[config.mk]
export PLATFORM = sky130hd
export DESIGN_NAME = dle_stx_etx_packet_deframer_core
export DESIGN_NICKNAME = d
export VERILOG_FILES = /design/src/rtl/core/dsed_pkg.sv /design/src/rtl/core/dsed_queue.sv /design/src/rtl/core/dsed_front.sv /design/src/rtl/core/dsed_back.sv /design/src/rtl/core/dle_stx_etx_packet_deframer_core.sv
export SDC_FILE = /design/constraint.sdc
export NUM_CORES = 1
export LEC_CHECK = 0
export BUFFER_PORTS_ARGS = -buffer_cell sky130_fd_sc_hd__clkbuf_2
export CORE_ASPECT_RATIO = 0.8
export CORE_MARGIN = 2
export CORE_UTILIZATION = 52
export DETAILED_ROUTE_END_ITERATION = 10
export MAX_ROUTING_LAYER = met4
export PLACE_DENSITY_LB_ADDON = 0.2
export SYNTH_ARGS = -nofsm -noshare
export SYNTH_HDL_FRONTEND = slang
export SYNTH_HIERARCHICAL = 1
export SYNTH_SLANG_ARGS = --single-unit
[constraint.sdc]
create_clock -name clk -period 3.64 [get_ports clk]
set_clock_uncertainty 0.1 [all_clocks]
set_input_delay 0.728 -clock clk [delete_from_list [all_inputs] [get_ports clk]]
set_output_delay 0.728 -clock clk [all_outputs]
set_load 0.01 [all_outputs]
[src/rtl/core/dsed_pkg.sv]
`default_nettype none
// ---------------------------------------------------------------------------
// DLE/STX/ETX deframer package
// Shared widths, codes and the structures that pass between the parser, the
// close-command queue and the frame readout.
// ---------------------------------------------------------------------------
package dsed_pkg;

  localparam int unsigned BYTE_W            = 8;
  localparam int unsigned IDX_W             = 6;
  localparam int unsigned REG_IDX_W         = 2;
  localparam int unsigned PAYLOAD_DEPTH_DEF = 64;
  // Widest count and address over the supported range of payload depths.
  localparam int unsigned CNT_W             = 9;
  localparam int unsigned ADDR_W            = 8;

  localparam logic [REG_IDX_W-1:0] REG_ESCAPE = 2'd0;
  localparam logic [REG_IDX_W-1:0] REG_START  = 2'd1;
  localparam logic [REG_IDX_W-1:0] REG_END    = 2'd2;

  localparam logic [BYTE_W-1:0] ESCAPE_RESET = 8'h10;
  localparam logic [BYTE_W-1:0] START_RESET  = 8'h02;
  localparam logic [BYTE_W-1:0] END_RESET    = 8'h03;

  typedef enum logic [1:0] {
    ST_OK       = 2'd0,
    ST_MISMATCH = 2'd1,
    ST_EMPTY    = 2'd2,
    ST_OVERFLOW = 2'd3
  } status_t;

  typedef enum logic [1:0] {
    M_IDLE,
    M_ESC,
    M_PAY
  } mode_t;

  typedef enum logic [2:0] {
    B_IDLE,
    B_SUM,
    B_STAT,
    B_RD,
    B_LOAD
  } back_state_t;

  typedef struct packed {
    logic [BYTE_W-1:0] esc;
    logic [BYTE_W-1:0] stx;
    logic [BYTE_W-1:0] etx;
  } codes_t;

  typedef struct packed {
    logic             bank;
    logic [CNT_W-1:0] count;
    logic             ovf;
  } cmd_t;

  typedef struct packed {
    logic              en;
    logic              bank;
    logic [ADDR_W-1:0] addr;
    logic [BYTE_W-1:0] data;
  } wr_t;

  typedef struct packed {
    logic en;
    logic bank;
  } rel_t;

endpackage
`default_nettype wire

[src/rtl/core/dsed_queue.sv]
`default_nettype none
// ---------------------------------------------------------------------------
// Close-command queue
// Two-entry queue carrying closed-frame commands from the parser to the
// readout.
// ---------------------------------------------------------------------------
module dsed_queue import dsed_pkg::*; (
  input  wire  clk,
  input  wire  rst,
  input  wire  push,
  input  cmd_t push_cmd,
  output logic full,
  input  wire  pop,
  output logic head_valid,
  output cmd_t head
);

  cmd_t       entry [0:1];
  logic       wptr;
  logic       rptr;
  logic [1:0] fill;
  logic       do_push;
  logic       do_pop;

  assign full       = (fill == 2'd2);
  assign head_valid = (fill != 2'd0);
  assign head       = entry[rptr];
  assign do_push    = push && !full;
  assign do_pop     = pop && head_valid;

  always_ff @(posedge clk) begin
    if (do_push) begin
      entry[wptr] <= push_cmd;
    end
  end

  always_ff @(posedge clk) begin
    if (rst) begin
      wptr <= 1'b0;
      rptr <= 1'b0;
      fill <= 2'd0;
    end else begin
      if (do_push) begin
        wptr <= !wptr;
      end
      if (do_pop) begin
        rptr <= !rptr;
      end
      if (do_push && !do_pop) begin
        fill <= fill + 2'd1;
      end else if (do_pop && !do_push) begin
        fill <= fill - 2'd1;
      end
    end
  end

endmodule
`default_nettype wire

[src/rtl/core/dsed_front.sv]
`default_nettype none
// ---------------------------------------------------------------------------
// Deframer parser
// Accepts received bytes, tracks the escape state, writes payload bytes into
// the current store bank and issues a close command at the end of a frame.
// ---------------------------------------------------------------------------
module dsed_front import dsed_pkg::*; #(
  parameter int unsigned DEPTH = PAYLOAD_DEPTH_DEF
) (
  input  wire               clk,
  input  wire               rst,
  input  wire               in_valid,
  output logic              in_ready,
  input  wire  [BYTE_W-1:0] rx_byte,
  input  codes_t            codes,
  input  wire               q_full,
  output logic              push,
  output cmd_t              cmd,
  output wr_t               wr,
  input  rel_t              rel
);

  localparam int unsigned AW = (DEPTH > 1) ? $clog2(DEPTH) : 1;
  localparam int unsigned CW = $clog2(DEPTH + 1);

  mode_t         mode;
  mode_t         mode_next;
  logic [CW-1:0] count;
  logic [CW-1:0] count_next;
  logic          ovf;
  logic          ovf_next;
  logic          wbank;
  logic          wbank_next;
  logic [1:0]    busy;
  logic [1:0]    busy_next;
  logic          accept;
  logic          store;

  assign in_ready = !busy[wbank] && !q_full;
  assign accept   = in_valid && in_ready;

  always_comb begin
    mode_next  = mode;
    count_next = count;
    ovf_next   = ovf;
    wbank_next = wbank;
    busy_next  = busy;
    store      = 1'b0;
    push       = 1'b0;
    cmd.bank   = wbank;
    cmd.count  = CNT_W'(count);
    cmd.ovf    = ovf;
    if (rel.en) begin
      busy_next[rel.bank] = 1'b0;
    end
    if (accept) begin
      case (mode)
        M_ESC: begin
          if (rx_byte == codes.esc) begin
            store     = 1'b1;
            mode_next = M_PAY;
          end else if (rx_byte == codes.stx) begin
            count_next = '0;
            ovf_next   = 1'b0;
            mode_next  = M_PAY;
          end else if (rx_byte == codes.etx) begin
            push             = 1'b1;
            count_next       = '0;
            ovf_next         = 1'b0;
            busy_next[wbank] = 1'b1;
            wbank_next       = !wbank;
            mode_next        = M_IDLE;
          end
        end
        M_PAY: begin
          if (rx_byte == codes.esc) begin
            mode_next = M_ESC;
          end else begin
            store = 1'b1;
          end
        end
        default: begin
          mode_next = (rx_byte == codes.esc) ? M_ESC : M_IDLE;
        end
      endcase
    end
    wr.en   = 1'b0;
    wr.bank = wbank;
    wr.addr = ADDR_W'(count[AW-1:0]);
    wr.data = rx_byte;
    if (store) begin
      if (count < CW'(DEPTH)) begin
        wr.en      = 1'b1;
        count_next = count + CW'(1);
      end else begin
        ovf_next = 1'b1;
      end
    end
  end

  always_ff @(posedge clk) begin
    if (rst) begin
      mode  <= M_IDLE;
      count <= '0;
      ovf   <= 1'b0;
      wbank <= 1'b0;
      busy  <= 2'b00;
    end else begin
      mode  <= mode_next;
      count <= count_next;
      ovf   <= ovf_next;
      wbank <= wbank_next;
      busy  <= busy_next;
    end
  end

endmodule
`default_nettype wire

[src/rtl/core/dsed_back.sv]
`default_nettype none
// ---------------------------------------------------------------------------
// Frame readout
// Holds the two-bank payload store, checks the additive checksum of a closed
// frame and delivers its payload bytes or a single status beat.
// ---------------------------------------------------------------------------
module dsed_back import dsed_pkg::*; #(
  parameter int unsigned DEPTH = PAYLOAD_DEPTH_DEF
) (
  input  wire               clk,
  input  wire               rst,
  input  wr_t               wr,
  input  wire               q_valid,
  input  cmd_t              q_head,
  output logic              pop,
  output rel_t              rel,
  output logic              out_valid,
  input  wire               out_ready,
  output logic [BYTE_W-1:0] data_byte,
  output logic [IDX_W-1:0]  byte_index,
  output logic              has_data,
  output logic [1:0]        frame_status,
  output logic              last
);

  localparam int unsigned AW = (DEPTH > 1) ? $clog2(DEPTH) : 1;
  localparam int unsigned CW = $clog2(DEPTH + 1);

  logic [BYTE_W-1:0] mem [0:1][0:DEPTH-1];
  logic [BYTE_W-1:0] rdata;
  logic              rd_en;
  logic [AW-1:0]     rd_addr;

  back_state_t       state;
  back_state_t       state_next;
  logic              bank;
  logic              bank_next;
  logic [CW-1:0]     plen;
  logic [CW-1:0]     plen_next;
  logic [CW-1:0]     ptr;
  logic [CW-1:0]     ptr_next;
  logic              issuing;
  logic              issuing_next;
  logic              pend;
  logic              pend_next;
  logic              chk;
  logic              chk_next;
  logic [BYTE_W-1:0] sum;
  logic [BYTE_W-1:0] sum_next;
  status_t           status;
  status_t           status_next;
  logic [CW-1:0]     cnt;
  logic              slot_free;
  logic              ld;
  logic              out_valid_next;
  logic [BYTE_W-1:0] ld_data;
  logic [IDX_W-1:0]  ld_index;
  logic              ld_has;
  status_t           ld_status;
  logic              ld_last;

  always_ff @(posedge clk) begin
    if (wr.en) begin
      mem[wr.bank][wr.addr[AW-1:0]] <= wr.data;
    end
  end

  always_ff @(posedge clk) begin
    if (rd_en) begin
      rdata <= mem[bank][rd_addr];
    end
  end

  assign cnt       = q_head.count[CW-1:0];
  assign slot_free = !out_valid || out_ready;

  always_comb begin
    state_next   = state;
    bank_next    = bank;
    plen_next    = plen;
    ptr_next     = ptr;
    issuing_next = issuing;
    pend_next    = 1'b0;
    chk_next     = chk;
    sum_next     = sum;
    status_next  = status;
    pop          = 1'b0;
    rel.en       = 1'b0;
    rel.bank     = bank;
    rd_en        = 1'b0;
    rd_addr      = ptr[AW-1:0];
    ld           = 1'b0;
    ld_data      = '0;
    ld_index     = '0;
    ld_has       = 1'b0;
    ld_status    = status;
    ld_last      = 1'b1;
    case (state)
      B_IDLE: begin
        if (q_valid) begin
          pop       = 1'b1;
          bank_next = q_head.bank;
          if (q_head.ovf) begin
            status_next = ST_OVERFLOW;
            state_next  = B_STAT;
          end else if (cnt == '0) begin
            status_next = ST_EMPTY;
            state_next  = B_STAT;
          end else begin
            plen_next    = cnt - CW'(1);
            ptr_next     = '0;
            issuing_next = 1'b1;
            sum_next     = '0;
            state_next   = B_SUM;
          end
        end
      end
      B_SUM: begin
        if (issuing) begin
          rd_en     = 1'b1;
          ptr_next  = ptr + CW'(1);
          pend_next = 1'b1;
          chk_next  = (ptr == plen);
          if (ptr == plen) begin
            issuing_next = 1'b0;
          end
        end
        if (pend) begin
          if (chk) begin
            if (sum != rdata) begin
              status_next = ST_MISMATCH;
              state_next  = B_STAT;
            end else if (plen == '0) begin
              status_next = ST_OK;
              state_next  = B_STAT;
            end else begin
              status_next = ST_OK;
              ptr_next    = '0;
              state_next  = B_RD;
            end
          end else begin
            sum_next = sum + rdata;
          end
        end
      end
      B_STAT: begin
        if (slot_free) begin
          ld         = 1'b1;
          rel.en     = 1'b1;
          state_next = B_IDLE;
        end
      end
      B_RD: begin
        rd_en      = 1'b1;
        state_next = B_LOAD;
      end
      B_LOAD: begin
        if (slot_free) begin
          ld       = 1'b1;
          ld_data  = rdata;
          ld_index = IDX_W'(ptr);
          ld_has   = 1'b1;
          ld_last  = (ptr == plen - CW'(1));
          if (ptr == plen - CW'(1)) begin
            rel.en     = 1'b1;
            state_next = B_IDLE;
          end else begin
            ptr_next   = ptr + CW'(1);
            state_next = B_RD;
          end
        end
      end
      default: begin
        state_next = B_IDLE;
      end
    endcase
    if (ld) begin
      out_valid_next = 1'b1;
    end else if (out_ready) begin
      out_valid_next = 1'b0;
    end else begin
      out_valid_next = out_valid;
    end
  end

  always_ff @(posedge clk) begin
    if (ld) begin
      data_byte    <= ld_data;
      byte_index   <= ld_index;
      has_data     <= ld_has;
      frame_status <= ld_status;
      last         <= ld_last;
    end
    bank   <= bank_next;
    plen   <= plen_next;
    ptr    <= ptr_next;
    chk    <= chk_next;
    sum    <= sum_next;
    status <= status_next;
  end

  always_ff @(posedge clk) begin
    if (rst) begin
      state     <= B_IDLE;
      issuing   <= 1'b0;
      pend      <= 1'b0;
      out_valid <= 1'b0;
    end else begin
      state     <= state_next;
      issuing   <= issuing_next;
      pend      <= pend_next;
      out_valid <= out_valid_next;
    end
  end

endmodule
`default_nettype wire

[src/rtl/core/dle_stx_etx_packet_deframer_core.sv]
`default_nettype none
// ---------------------------------------------------------------------------
// DLE/STX/ETX packet deframer
// Received bytes enter on the in_valid/in_ready channel, one byte per beat.
// Escape-start opens a frame, a doubled escape stores a literal escape byte
// and escape-end closes it; the last stored byte is an additive checksum.
// A good frame with payload leaves on the out_valid/out_ready channel as one
// beat per payload byte with status ok; any other outcome gives one status beat.
// The user must write the escape, start and end codes through cfg_we/
// cfg_index/cfg_data only while the block is idle; it does not enforce this.
// At a frame close the readout walks its bank of the store: it first sums
// the payload bytes and compares the sum with the checksum byte, then reads
// and delivers the payload bytes one at a time through the single read port
// of the store. The parser carries on into the second bank meanwhile and
// stalls in_ready only when both banks hold frames not yet delivered.
// A stalled receiver holds the output register and, in turn, the readout.
// Reset returns the parser to idle and empties the queue and output; the
// store is not cleared.
// ---------------------------------------------------------------------------
module dle_stx_etx_packet_deframer_core import dsed_pkg::*; #(
  parameter int unsigned PAYLOAD_DEPTH = PAYLOAD_DEPTH_DEF
) (
  input  wire                  clk,
  input  wire                  rst,
  input  wire                  cfg_we,
  input  wire  [REG_IDX_W-1:0] cfg_index,
  input  wire  [BYTE_W-1:0]    cfg_data,
  input  wire                  in_valid,
  output logic                 in_ready,
  input  wire  [BYTE_W-1:0]    rx_byte,
  output logic                 out_valid,
  input  wire                  out_ready,
  output logic [BYTE_W-1:0]    data_byte,
  output logic [IDX_W-1:0]     byte_index,
  output logic                 has_data,
  output logic [1:0]           frame_status,
  output logic                 last
);

  codes_t codes;
  logic   q_full;
  logic   q_valid;
  logic   push;
  logic   pop;
  cmd_t   cmd;
  cmd_t   q_head;
  wr_t    wr;
  rel_t   rel;

  always_ff @(posedge clk) begin
    if (rst) begin
      codes.esc <= ESCAPE_RESET;
      codes.stx <= START_RESET;
      codes.etx <= END_RESET;
    end else if (cfg_we) begin
      case (cfg_index)
        REG_ESCAPE: codes.esc <= cfg_data;
        REG_START:  codes.stx <= cfg_data;
        REG_END:    codes.etx <= cfg_data;
        default: begin
        end
      endcase
    end
  end

  dsed_front #(.DEPTH(PAYLOAD_DEPTH)) u_front (
    .clk      (clk),
    .rst      (rst),
    .in_valid (in_valid),
    .in_ready (in_ready),
    .rx_byte  (rx_byte),
    .codes    (codes),
    .q_full   (q_full),
    .push     (push),
    .cmd      (cmd),
    .wr       (wr),
    .rel      (rel)
  );

  dsed_queue u_queue (
    .clk        (clk),
    .rst        (rst),
    .push       (push),
    .push_cmd   (cmd),
    .full       (q_full),
    .pop        (pop),
    .head_valid (q_valid),
    .head       (q_head)
  );

  dsed_back #(.DEPTH(PAYLOAD_DEPTH)) u_back (
    .clk          (clk),
    .rst          (rst),
    .wr           (wr),
    .q_valid      (q_valid),
    .q_head       (q_head),
    .pop          (pop),
    .rel          (rel),
    .out_valid    (out_valid),
    .out_ready    (out_ready),
    .data_byte    (data_byte),
    .byte_index   (byte_index),
    .has_data     (has_data),
    .frame_status (frame_status),
    .last         (last)
  );

endmodule
`default_nettype wire

**Word level (Yosys, flattened, before mapping)**

Memory sizes are Yosys's and may differ from the RTL's. A register that Yosys moved wholly into a read port is not among the register bits.
Cells that the tools add are included.

- Div/mod/pow operators: 0
- Shift-type cells: 0
- Bitwise operators: 10
- Reductions and logical operators: 43
- Multipliers: 0
- Add/subtract/negate cells: 7
- Equal/unequal tests: 27
- Magnitude comparators: 8
- Muxes and demuxes: 109

Operator list:

| operator | number |
|---|---|
| 512-bit 2-to-1 mux | 1 |
| 7-bit 2-to-1 mux | 17 |
| 8-bit 2-to-1 mux | 8 |
| 8-bit binary-select mux with 6-bit select | 1 |
| 8-bit demux with 6-bit select | 1 |
| 1-bit 2-to-1 mux | 44 |
| 2-bit 2-to-1 mux | 19 |
| 8-bit == test | 3 |
| 3-bit 2-to-1 mux | 7 |
| 7-bit one-hot mux with 3 select lines | 1 |
| 8-bit one-hot mux with 2 select lines | 1 |
| 3-bit one-hot mux with 5 select lines | 1 |
| 5-bit AND reduction | 3 |
| 7-bit by 1-bit adder with 7-bit output (second input constant) | 2 |
| 7-bit == test | 2 |
| 7-bit greater-or-equal comparator (second input constant) | 2 |
| 7-bit logical NOT | 2 |
| 6-bit NOT with 7-bit output | 2 |
| 7-bit by 1-bit subtractor with 7-bit output (second input constant) | 2 |
| 2-bit AND reduction | 6 |
| 6-bit AND reduction | 2 |
| 2-bit by 1-bit != test with 1-bit output (second input constant) | 5 |
| 2-bit != test (second input constant) | 5 |
| 1-bit logical AND | 9 |
| other kinds (31) | 58 |

- Bits in writable memories: 1,042
- Latch bits: 0
- Output and inout bits: 20
- Logic and storage cells: 233
- ROM bits: 0
- Input bits: 23
- Bits in registers: 99
- Memories: 2

Memory list:

| memory | words | width | rd ports | clocked after memory_dff | wr ports | line | text |
|---|---|---|---|---|---|---|---|
| u_back.mem | 2 | 512 | 1 | 1 | 1 | dsed_back.sv:29 | `logic [BYTE_W-1:0] mem [0:1][0:DEPTH-1];` |
| u_queue.entry | 2 | 9 | 1 | 1 | 1 | dsed_queue.sv:18 | `cmd_t entry [0:1];` |

**Depth between registers and ports, before layout**

- Depth in word-level cells: 13
- Depth in mapped cells: 11

**Cells and area by module**

Netlist, hierarchy kept.

By module, submodules not included:

| module | cells each | area an instance (sq um) | times used |
|---|---|---|---|
| dsed_back | 2,149 | 42,618.4 | 1 |
| dsed_front | 143 | 1,167.4 | 1 |
| dsed_queue | 59 | 1,009.7 | 1 |
| dle_stx_etx_packet_deframer_core | 94 | 1,001.0 | 1 |

**Least setup slack after synthesis**

No wires, ideal clock.

- Kind: in2reg
- Start: in rx_byte[0]
- End: mem u_back/mem[1][32] (netlist bit), enable pin
- Setup slack: 0.417 ns
- Stages on the path: 11
- Buffers on the path: 4
- Arrival: 2.753 ns
- Cells stage by stage: xor2_1 nor4_2 and2_1 buf_6 mux2i_1 buf_6 inv_2 clkbuf_1 nand4b_1 clkbuf_1 nor2_1

RTL lines:

| item | line | text |
|---|---|---|
| from (decl) | dle_stx_etx_packet_deframer_core.sv:30 | `input wire [BYTE_W-1:0] rx_byte,` |
| to (decl) | dsed_back.sv:29 |  |

==> impl_metrics.yaml <==
setup_path:
  setup.worst_path.end_class: "flop"
  worst-endpoint-arrival_ns: 3.59
  rr_worst_depth: 7
  critical_path.max_fanout: 34
  path_class: "flop to flop"
  worstPathRequired_ns: 3.94
  critPathLaunchType: "flop"
outcome:
  status: "complete, no violations"
sta:
  slew_headroom: 0.278
  finalSetupViolCount: 0
  final_max_slew_viol_count: 0
  post-route-period-util: 0.903
  timing.fmax_mhz: 304
  period_minus_slack_ns: 3.29
  rsz0062_at_grt: "no"
  timing_hold_violations_final: 0
  max_slew.worst_pin.slew_ns: 1.08
  setup-tns-final_ns: 0
clock_tree:
  clock-root-buffer: "clkbuf_16"
  resized_after_cts: 0
  insertion_delay_ns: 0.67
  postCtsHoldBufs: 0
  cts_max_level: 3
  tritoncts: "yes"
  post_cts_buffers: 0
  cts-buffers-inserted: 106
  clk_path_buf_depth: 3
  worst_setup_hold_path_clk_slew_ns: 0.06
  cts.sink_count: 1143
global_routing:
  globalRoute.totalOverflow: 0
  global_route.usage.total: 0.245
  wire_length_of_the_first_global_routing_pass_um: 157000
  number_of_global_route_vias_before_repair: 23811
  grt_antenna_before_repair: 0
  pin_count_of_the_biggest_net_entering_global_routing: 90
die:
  fp.dieArea_mm2: 0.0901
  placement_rows: 97
  boundary_pins: 43
  dieHeight_um: 269
  floorplan.die.width_um: 335
  core_region_area_mm2: 0.0873
  initial_standard_cell_utilization_of_the_core: 0.523
hold_path:
  min_path_type: "input pin to flop"
  instance_count_along_the_most_critical_hold_path: 3
  hp-start: "cfg_data[4]"
drt:
  post_route_wl_um: 105000
  dr.pass1.iters: 6
  routed_wire_length_per_instance_um: 27.2
  highest-signal-layer: "met4"
  drtAntennaViolNets: 0
  route.met2.wl_um: 47300
  wl_met3_um: 9980
  drtIter0Drc: 3069
  wl_met1_um: 45500
  post-route-drc-count: 0
  num_vias: 23950
  viasPerCell: 6.18
pwr:
  power.switching_mw: 5.03
  combPwrFrac: 0.012
  switching_power_as_a_share_of_total_power: 0.190
  power.share.sequential: 0.543
  p_leak_nw: 17.1
  power.density_mw_per_mm2: 509
  clock_power_share: 0.445
  vdd_ir_drop_max_uv: 431
  internal-power_mw: 21.5
place:
  dpl.cell_count: 3680
  numPortBuffers: 42
  detailed_place_hpwl_um: 65900
  finalWeightedCongestion: 0.894
synth:
  postSynthNetCount: 2473
  ys.warnings.count: 6
  postSynthCellCount: 2434
  synth_area_per_cell_um2: 18.7
  synth.cell_area_mm2: 0.0456
layout:
  n_antenna_cell: 0
  area.growth.synth_to_final_pct: 13.9
  share_of_cells_above_drive_strength_1: 0.240
  layout.cells.non_filler: 3875
  most_common_cell_after_layout_fill_and_taps_aside: "edfxtp_1"
  most-common-layout-cells: "1094 x edfxtp_1, 202 x buf_4, 192 x mux4_2"
  nets: 2689
  final_standard_cell_utilization_of_the_core: 0.596
job:
  max-cap-violations: 0
-- cell type report --
class,instances,area (um^2)
clock inverters,61,837
well taps,1138,1420
multi-input cells,1114,10800
repair buffers,257,2110
fillers,6164,35300
clock buffers,134,2880
inverters,28,105
flip-flops and latches,1143,33800
-- layer usage --
layer | GRT usage | up-vias
li1 | - | 10282
met1 | 0.360 | 12356
met2 | 0.352 | 1138
met3 | 0.0480 | 174
met4 | 0.0693 | 0
met5 | - | -
-- registers in the layout, summed over array words and instances, names as in the netlist, 2 cells and up, named ones only --
| name | cells |
|---|---|
| codes | 24 |
| u_back/byte_index | 6 |
| u_back/data_byte | 8 |
| u_back/frame_status | 2 |
| u_back/ld_status | 2 |
| u_back/mem | 1024 |
| u_back/plen | 7 |
| u_back/ptr | 7 |
| u_back/rdata | 8 |
| u_back/state | 3 |
| u_back/sum | 8 |
| u_front/busy | 2 |
| u_front/count | 7 |
| u_front/mode | 2 |
| u_queue/entry | 18 |
| u_queue/fill | 2 |
-- power by group through the flow --
stage / Combinational (mW) / Sequential, mW / Clock, mW
2_1_floorplan: 0.146 / 14.7 / 0
3_3_place_gp: 0.300 / 14.7 / 0
3_5_place_dp: 0.314 / 14.7 / 0
4_1_cts: 0.315 / 14.4 / 12.0
5_1_grt: 0.336 / 14.4 / 12.5
6_report: 0.313 / 14.4 / 11.8
-- per-stage QoR --
stage	setup WS [ns]	instance area [um^2]	power (mW)	hold slack [ns]
after CTS	0.275	52000	26.7	0.199
after detailed placement	0.150	48300	15.0	0.313
after global routing	0.171	52000	27.2	0.222
after global placement	0.241	48300	15.0	0.306
final	0.354	52000	26.5	0.231
after floorplan	0.417	45600	14.8	0.300
-- worst paths after layout --
kind	endpoint	slack (ns)
max reg2reg	u_back/rdata[7]	0.35
max	u_back/rdata[7]	0.35
min reg2reg	u_back/frame_status[0]	0.32
min	codes[20]	0.23
-- worst max-delay path, stage by stage (launching register included) --
cell,delay (ns)
dfxtp_4,0.54
buf_12,0.34
buf_4,0.35
mux4_2,0.57
a211oi_1,0.57
a21oi_1,0.10
a22oi_1,0.28
nand2_1,0.14
Power figures use the tool's default switching activity.
